**src/design/aes_pkg.sv**
```systemverilog
// ----------------------------------------------------------------------------
// aes_pkg: shared constants, tables and round functions for the aes-128 engine
// byte i of a 128-bit value sits at bits [127-8i -: 8]
// ----------------------------------------------------------------------------
package aes_pkg;

	localparam int Rounds = 10;
	localparam int KeyEntries = Rounds + 1;

	localparam logic [7:0] SBOX [256] = '{
		8'h63,8'h7c,8'h77,8'h7b,8'hf2,8'h6b,8'h6f,8'hc5,8'h30,8'h01,8'h67,8'h2b,8'hfe,8'hd7,8'hab,8'h76,
		8'hca,8'h82,8'hc9,8'h7d,8'hfa,8'h59,8'h47,8'hf0,8'had,8'hd4,8'ha2,8'haf,8'h9c,8'ha4,8'h72,8'hc0,
		8'hb7,8'hfd,8'h93,8'h26,8'h36,8'h3f,8'hf7,8'hcc,8'h34,8'ha5,8'he5,8'hf1,8'h71,8'hd8,8'h31,8'h15,
		8'h04,8'hc7,8'h23,8'hc3,8'h18,8'h96,8'h05,8'h9a,8'h07,8'h12,8'h80,8'he2,8'heb,8'h27,8'hb2,8'h75,
		8'h09,8'h83,8'h2c,8'h1a,8'h1b,8'h6e,8'h5a,8'ha0,8'h52,8'h3b,8'hd6,8'hb3,8'h29,8'he3,8'h2f,8'h84,
		8'h53,8'hd1,8'h00,8'hed,8'h20,8'hfc,8'hb1,8'h5b,8'h6a,8'hcb,8'hbe,8'h39,8'h4a,8'h4c,8'h58,8'hcf,
		8'hd0,8'hef,8'haa,8'hfb,8'h43,8'h4d,8'h33,8'h85,8'h45,8'hf9,8'h02,8'h7f,8'h50,8'h3c,8'h9f,8'ha8,
		8'h51,8'ha3,8'h40,8'h8f,8'h92,8'h9d,8'h38,8'hf5,8'hbc,8'hb6,8'hda,8'h21,8'h10,8'hff,8'hf3,8'hd2,
		8'hcd,8'h0c,8'h13,8'hec,8'h5f,8'h97,8'h44,8'h17,8'hc4,8'ha7,8'h7e,8'h3d,8'h64,8'h5d,8'h19,8'h73,
		8'h60,8'h81,8'h4f,8'hdc,8'h22,8'h2a,8'h90,8'h88,8'h46,8'hee,8'hb8,8'h14,8'hde,8'h5e,8'h0b,8'hdb,
		8'he0,8'h32,8'h3a,8'h0a,8'h49,8'h06,8'h24,8'h5c,8'hc2,8'hd3,8'hac,8'h62,8'h91,8'h95,8'he4,8'h79,
		8'he7,8'hc8,8'h37,8'h6d,8'h8d,8'hd5,8'h4e,8'ha9,8'h6c,8'h56,8'hf4,8'hea,8'h65,8'h7a,8'hae,8'h08,
		8'hba,8'h78,8'h25,8'h2e,8'h1c,8'ha6,8'hb4,8'hc6,8'he8,8'hdd,8'h74,8'h1f,8'h4b,8'hbd,8'h8b,8'h8a,
		8'h70,8'h3e,8'hb5,8'h66,8'h48,8'h03,8'hf6,8'h0e,8'h61,8'h35,8'h57,8'hb9,8'h86,8'hc1,8'h1d,8'h9e,
		8'he1,8'hf8,8'h98,8'h11,8'h69,8'hd9,8'h8e,8'h94,8'h9b,8'h1e,8'h87,8'he9,8'hce,8'h55,8'h28,8'hdf,
		8'h8c,8'ha1,8'h89,8'h0d,8'hbf,8'he6,8'h42,8'h68,8'h41,8'h99,8'h2d,8'h0f,8'hb0,8'h54,8'hbb,8'h16
	};

	localparam logic [7:0] INV_SBOX [256] = '{
		8'h52,8'h09,8'h6a,8'hd5,8'h30,8'h36,8'ha5,8'h38,8'hbf,8'h40,8'ha3,8'h9e,8'h81,8'hf3,8'hd7,8'hfb,
		8'h7c,8'he3,8'h39,8'h82,8'h9b,8'h2f,8'hff,8'h87,8'h34,8'h8e,8'h43,8'h44,8'hc4,8'hde,8'he9,8'hcb,
		8'h54,8'h7b,8'h94,8'h32,8'ha6,8'hc2,8'h23,8'h3d,8'hee,8'h4c,8'h95,8'h0b,8'h42,8'hfa,8'hc3,8'h4e,
		8'h08,8'h2e,8'ha1,8'h66,8'h28,8'hd9,8'h24,8'hb2,8'h76,8'h5b,8'ha2,8'h49,8'h6d,8'h8b,8'hd1,8'h25,
		8'h72,8'hf8,8'hf6,8'h64,8'h86,8'h68,8'h98,8'h16,8'hd4,8'ha4,8'h5c,8'hcc,8'h5d,8'h65,8'hb6,8'h92,
		8'h6c,8'h70,8'h48,8'h50,8'hfd,8'hed,8'hb9,8'hda,8'h5e,8'h15,8'h46,8'h57,8'ha7,8'h8d,8'h9d,8'h84,
		8'h90,8'hd8,8'hab,8'h00,8'h8c,8'hbc,8'hd3,8'h0a,8'hf7,8'he4,8'h58,8'h05,8'hb8,8'hb3,8'h45,8'h06,
		8'hd0,8'h2c,8'h1e,8'h8f,8'hca,8'h3f,8'h0f,8'h02,8'hc1,8'haf,8'hbd,8'h03,8'h01,8'h13,8'h8a,8'h6b,
		8'h3a,8'h91,8'h11,8'h41,8'h4f,8'h67,8'hdc,8'hea,8'h97,8'hf2,8'hcf,8'hce,8'hf0,8'hb4,8'he6,8'h73,
		8'h96,8'hac,8'h74,8'h22,8'he7,8'had,8'h35,8'h85,8'he2,8'hf9,8'h37,8'he8,8'h1c,8'h75,8'hdf,8'h6e,
		8'h47,8'hf1,8'h1a,8'h71,8'h1d,8'h29,8'hc5,8'h89,8'h6f,8'hb7,8'h62,8'h0e,8'haa,8'h18,8'hbe,8'h1b,
		8'hfc,8'h56,8'h3e,8'h4b,8'hc6,8'hd2,8'h79,8'h20,8'h9a,8'hdb,8'hc0,8'hfe,8'h78,8'hcd,8'h5a,8'hf4,
		8'h1f,8'hdd,8'ha8,8'h33,8'h88,8'h07,8'hc7,8'h31,8'hb1,8'h12,8'h10,8'h59,8'h27,8'h80,8'hec,8'h5f,
		8'h60,8'h51,8'h7f,8'ha9,8'h19,8'hb5,8'h4a,8'h0d,8'h2d,8'he5,8'h7a,8'h9f,8'h93,8'hc9,8'h9c,8'hef,
		8'ha0,8'he0,8'h3b,8'h4d,8'hae,8'h2a,8'hf5,8'hb0,8'hc8,8'heb,8'hbb,8'h3c,8'h83,8'h53,8'h99,8'h61,
		8'h17,8'h2b,8'h04,8'h7e,8'hba,8'h77,8'hd6,8'h26,8'he1,8'h69,8'h14,8'h63,8'h55,8'h21,8'h0c,8'h7d
	};

	// register indexes
	localparam logic [0:0] REG_KEY_HIGH = 1'b0;
	localparam logic [0:0] REG_KEY_LOW  = 1'b1;

	localparam logic MODE_DECRYPT = 1'b1;

	function automatic logic [7:0] xtime(input logic [7:0] b);
		xtime = {b[6:0], 1'b0} ^ (b[7] ? 8'h1b : 8'h00);
	endfunction

	// forward: sub bytes + shift rows
	function automatic logic [127:0] sub_shift(input logic [127:0] s);
		logic [127:0] t;
		for (int c = 0; c < 4; c++)
			for (int r = 0; r < 4; r++)
				t[127-8*(4*c+r) -: 8] = SBOX[s[127-8*(4*((c+r)%4)+r) -: 8]];
		sub_shift = t;
	endfunction

	// inverse shift rows + inverse sub bytes
	function automatic logic [127:0] inv_sub_shift(input logic [127:0] s);
		logic [127:0] t;
		for (int c = 0; c < 4; c++)
			for (int r = 0; r < 4; r++)
				t[127-8*(4*((c+r)%4)+r) -: 8] = INV_SBOX[s[127-8*(4*c+r) -: 8]];
		inv_sub_shift = t;
	endfunction

	function automatic logic [127:0] mix(input logic [127:0] s);
		logic [127:0] t;
		logic [7:0] a [4];
		logic [7:0] x [4];
		for (int c = 0; c < 4; c++) begin
			for (int r = 0; r < 4; r++) begin
				a[r] = s[127-8*(4*c+r) -: 8];
				x[r] = xtime(a[r]);
			end
			for (int r = 0; r < 4; r++)
				t[127-8*(4*c+r) -: 8] = x[r] ^ x[(r+1)%4] ^ a[(r+1)%4] ^ a[(r+2)%4] ^ a[(r+3)%4];
		end
		mix = t;
	endfunction

	function automatic logic [127:0] inv_mix(input logic [127:0] s);
		logic [127:0] t;
		logic [7:0] a [4];
		logic [7:0] x2 [4];
		logic [7:0] x4 [4];
		logic [7:0] x8 [4];
		logic [7:0] m9, mb, md, me;
		for (int c = 0; c < 4; c++) begin
			for (int r = 0; r < 4; r++) begin
				a[r] = s[127-8*(4*c+r) -: 8];
				x2[r] = xtime(a[r]);
				x4[r] = xtime(x2[r]);
				x8[r] = xtime(x4[r]);
			end
			for (int r = 0; r < 4; r++) begin
				me = x8[r] ^ x4[r] ^ x2[r];
				mb = x8[(r+1)%4] ^ x2[(r+1)%4] ^ a[(r+1)%4];
				md = x8[(r+2)%4] ^ x4[(r+2)%4] ^ a[(r+2)%4];
				m9 = x8[(r+3)%4] ^ a[(r+3)%4];
				t[127-8*(4*c+r) -: 8] = me ^ mb ^ md ^ m9;
			end
		end
		inv_mix = t;
	endfunction

	// one step of the key schedule, rcon supplied
	function automatic logic [127:0] key_step(input logic [127:0] k, input logic [7:0] rcon);
		logic [31:0] w0, w1, w2, w3, t;
		w0 = k[127:96]; w1 = k[95:64]; w2 = k[63:32]; w3 = k[31:0];
		t = {SBOX[w3[23:16]] ^ rcon, SBOX[w3[15:8]], SBOX[w3[7:0]], SBOX[w3[31:24]]};
		w0 = w0 ^ t;
		w1 = w1 ^ w0;
		w2 = w2 ^ w1;
		w3 = w3 ^ w2;
		key_step = {w0, w1, w2, w3};
	endfunction

endpackage

```
**src/design/aes_key_sched.sv**
```systemverilog
// ----------------------------------------------------------------------------
// aes_key_sched: round key expansion into a small register file
// one round key per cycle; start re-runs the expansion from the given key
// ----------------------------------------------------------------------------
module aes_key_sched (
	input  logic         clk,
	input  logic         arst_n,
	input  logic         start,
	input  logic [127:0] key,
	input  logic [3:0]   rd_idx,
	output logic [127:0] rd_key,
	output logic         busy
);

	logic [127:0] rk_q [aes_pkg::KeyEntries];
	logic [127:0] cur_q;
	logic [7:0]   rcon_q;
	logic [3:0]   idx_q;
	logic         busy_q;
	logic [127:0] nxt;

	assign nxt = aes_pkg::key_step(cur_q, rcon_q);
	assign busy = busy_q;
	assign rd_key = rk_q[rd_idx];

	always_ff @(posedge clk or negedge arst_n) begin
		if (!arst_n) begin
			busy_q <= 1'b1;
			idx_q  <= 4'd1;
			rcon_q <= 8'h01;
			cur_q  <= '0;
		end else if (start) begin
			busy_q <= 1'b1;
			idx_q  <= 4'd1;
			rcon_q <= 8'h01;
			cur_q  <= key;
		end else if (busy_q) begin
			cur_q  <= nxt;
			rcon_q <= aes_pkg::xtime(rcon_q);
			idx_q  <= idx_q + 4'd1;
			if (idx_q == 4'(aes_pkg::Rounds))
				busy_q <= 1'b0;
		end
	end

	always_ff @(posedge clk) begin
		if (start)
			rk_q[0] <= key;
		else if (busy_q) begin
			if (idx_q == 4'd1)
				rk_q[0] <= cur_q;
			rk_q[idx_q] <= nxt;
		end
	end

endmodule

```
**config.mk**
```make
export PLATFORM = sky130hd
export DESIGN_NAME = aes_key_sched
export DESIGN_NICKNAME = d
export VERILOG_FILES = /design/src/design/aes_pkg.sv /design/src/design/aes_key_sched.sv
export SDC_FILE = /design/constraint.sdc
export NUM_CORES = 2
export LEC_CHECK = 0
export ABC_AREA = 1
export ABC_CLOCK_PERIOD_IN_PS = 10350
export BUFFER_PORTS_ARGS = -buffer_cell sky130_fd_sc_hd__buf_2
export CAP_MARGIN = 20
export CORE_MARGIN = 2
export CORE_UTILIZATION = 45
export DETAILED_ROUTE_END_ITERATION = 12
export PLACE_DENSITY = 0.63
export SYNTH_ARGS = -nofsm -noshare
export SYNTH_HDL_FRONTEND = slang
export SYNTH_SLANG_ARGS = --single-unit
```
**constraint.sdc**
```tcl
create_clock -name clk -period 10.35 [get_ports clk]
set_clock_uncertainty 0.15 [all_clocks]
set_input_delay 1.035 -clock clk [delete_from_list [all_inputs] [get_ports clk]]
set_output_delay 1.035 -clock clk [all_outputs]
set_load 0.02 [all_outputs]
```
==> impl_metrics.ini <==
[cts]
clock_sinks = 1549
cts_buffer_depth = 3
clkLatencyLatePin_ns = 0.83
cts_resized = 0
cts_tree = built
cts.clk_slew.worst_paths_ns = 0.06
cts_root_buf = clkbuf_16
htree_levels = 4
cts_buffers = 161

[routing]
wirelength_um = 317000
drt_iter0_drc = 10100
wl_per_cell_um = 30.5
via_per_inst = 6.38
drt_pass1_iterations = 8
via_count = 66500
route.detailed.drc = 0
drtAntennaViolNets = 0

[synthesis]
ys_seq_area_share_pct = 59.5
synth_area_um2 = 77000
syn-mean-instance-area_um2 = 9.52
ys_types = 39
synth_seq_cells = 1549
synth_edf_count = 1408
async_flop_share_pct = 9.10
synth_nets = 8289
syn_inst = 8090
ys.flop_type = edfxtp_1
synth_warnings = 0

[power_and_ir_drop]
p_leak_nw = 31.3
p_comb_share_pct = 47.7
power_w = 0.0312
powerDensity_nw_per_um2 = 367
swShare_pct = 48.0
internal_power_w = 0.0162
power.switching_w = 0.0150
pwr-share-clk_pct = 18.2
p_seq_share_pct = 34.1
peakVddDrop_uv = 275

[sta]
period_share_pct = 61.0
fin_crit_ns = 6.32
slew_violations = 0
fmax_mhz = 158
finalHoldViolCount = 0
worst_slew_pin_slew_ns = 1.18
setup-violations-final = 0
rsz0062_at_grt = no
slew_headroom_pct = 21.6

[grt]
grt_antenna_before_repair = 50
overflow = 0
grt_max_degree = 202
first_global_vias = 60900
grt_pass1_wl_um = 449000
grt_use_total_pct = 35.6

[finish]
instances_no_fill = 10400
most-common-layout-cells = 1742 x nand2_1, 1408 x edfxtp_1, 1292 x nand3_1, 960 x o21ai_0, 707 x nor2_1
final_common_cell = nand2_1
post-route-util_pct = 50.0
layout-drive-gt1-share_pct = 9.25
nNetsFinal = 8250
area_growth_pct = 10.3

[critical_path]
rr_worst_depth = 17
required_ns = 9.17
worstSetupEndpointType = output pin
r2r-end = rk_q[0][40]
worstPathArrival_ns = 5.13
regToRegSetupSlack_ns = 4.52
critPathMaxFanout = 201
worstReg2RegStart = cur_q[0]
start_kind = input pin
path_class = in -> out

[placed_design]
placedCellCount = 10100
dpl.hpwl_um = 205000
portBuffers = 263
gp_congestion = 1.04

[die]
ios = 264
die_y_um = 418
core-area_um2 = 170000
die_width_um = 418
dieArea_um2 = 174000
rows = 151
start_util_pct = 45.4

[run_status]
status = completed

[hold_path]
hp-start = key[74]
hold_end = cur_q[74]
hold_class = in -> reg
whs_path_depth = 3

[job]
drv_cap = 0
## how the worst max path moves through the flow
stage	from	end	depth (start not counted)
final	rd_idx[0]	rd_key[6]	9
after global routing	rd_idx[0]	rd_key[6]	9
after CTS	rd_idx[0]	rd_key[6]	9
after detailed placement	rd_idx[0]	rd_key[6]	9
after global placement	rd_idx[0]	rd_key[6]	9
after floorplan	start	rk_q[3][0]	4
## cells in the mapped netlist (all sizes together), types with 12 or more instances
cell / instances / share of area, %
a31oi: 30 / 0.24
nor2: 726 / 3.6
clkbuf: 379 / 1.8
nand3: 1301 / 8.5
o221ai: 108 / 1.2
dfrtp: 138 / 4.5
a211oi: 20 / 0.20
or2: 24 / 0.20
edfxtp: 1408 / 55
ha: 64 / 1.0
a21oi: 130 / 0.85
inv: 239 / 1.2
nand4: 30 / 0.24
nand2: 1806 / 9.0
a22oi: 82 / 0.80
o211ai: 213 / 2.1
o22ai: 134 / 1.1
buf: 206 / 1.5
o21ai: 983 / 6.4
clkinv: 12 / 0.058
and2: 32 / 0.26
## power groups by stage
stage	clock network (W)	registers [W]	logic, W
2_1_floorplan	0	0.0105	0.00845
3_3_place_gp	0	0.0107	0.0142
3_5_place_dp	0	0.0107	0.0143
4_1_cts	0.00571	0.0106	0.0143
5_1_grt	0.00593	0.0107	0.0157
6_report	0.00567	0.0106	0.0149
## final cells by class
type,count,area [um2]
Inverter,251,970
Tap cell,2218,2780
Clock inverter,77,764
Timing Repair Buffer,383,2450
Sequential cell,1549,45800
Fill cell,15600,84700
Antenna cell,26,65.1
Clock buffer,217,4300
Multi-Input combinational cell,5705,27800
## critical path: stages
cell      delay (ns)
buf_8           0.39
buf_4           0.63
buf_12          0.58
buf_4           0.80
o21ai_0         0.20
o221ai_1        0.22
o21ai_0         0.13
o21ai_0         0.41
buf_2           0.26
## cell families (layout without fill, tap and decap cells)
kind of cell / after synthesis / after routing / share of synthesized area [%]
fa+ha+maj: 64 / 64 / 1.04
flops: 1549 / 1549 / 59.5
other cells: 0 / 26 / 0
compound gates: 1701 / 1701 / 12.9
simple gates: 3929 / 3929 / 21.9
xor+xnor: 11 / 11 / 0.125
buf+inv: 836 / 928 / 4.56
## registers in the layout, summed over array words and instances (netlist names)
signal / cells
busy: 1
cur_q: 128
idx_q: 4
rcon_q: 8
rk_q: 1408
## per-layer routing
metal | global-route usage [%] | wire (um) | vias up
met4 | 22.3 | 23000 | 6
met1 | 48.7 | 125000 | 32600
met3 | 6.95 | 32400 | 762
met5 | 0 | 41 | -
met2 | 52.0 | 137000 | 4174
li1 | - | - | 28900
## timing repair
action / CTS / global route
endpoints found under the hold margin: 39 / 0
buffers inserted: 0 / 0
hold buffers: 1 / 0
## metrics by stage
| stage | hold WS (ns) | worst slack [ns] | setup TNS, ns | area (um2) |
|---|---|---|---|---|
| finish | 0.320 | 4.03 | 0 | 84900 |
| global route | 0.296 | 3.87 | 0 | 84900 |
| CTS | 0.258 | 4.23 | 0 | 84800 |
| detailed placement | 0.369 | 4.23 | 0 | 79800 |
| global placement | 0.361 | 4.27 | 0 | 79700 |
| floorplan | 0.342 | -0.881 | -225.55 | 77000 |
Power figures use the tool's default switching activity.
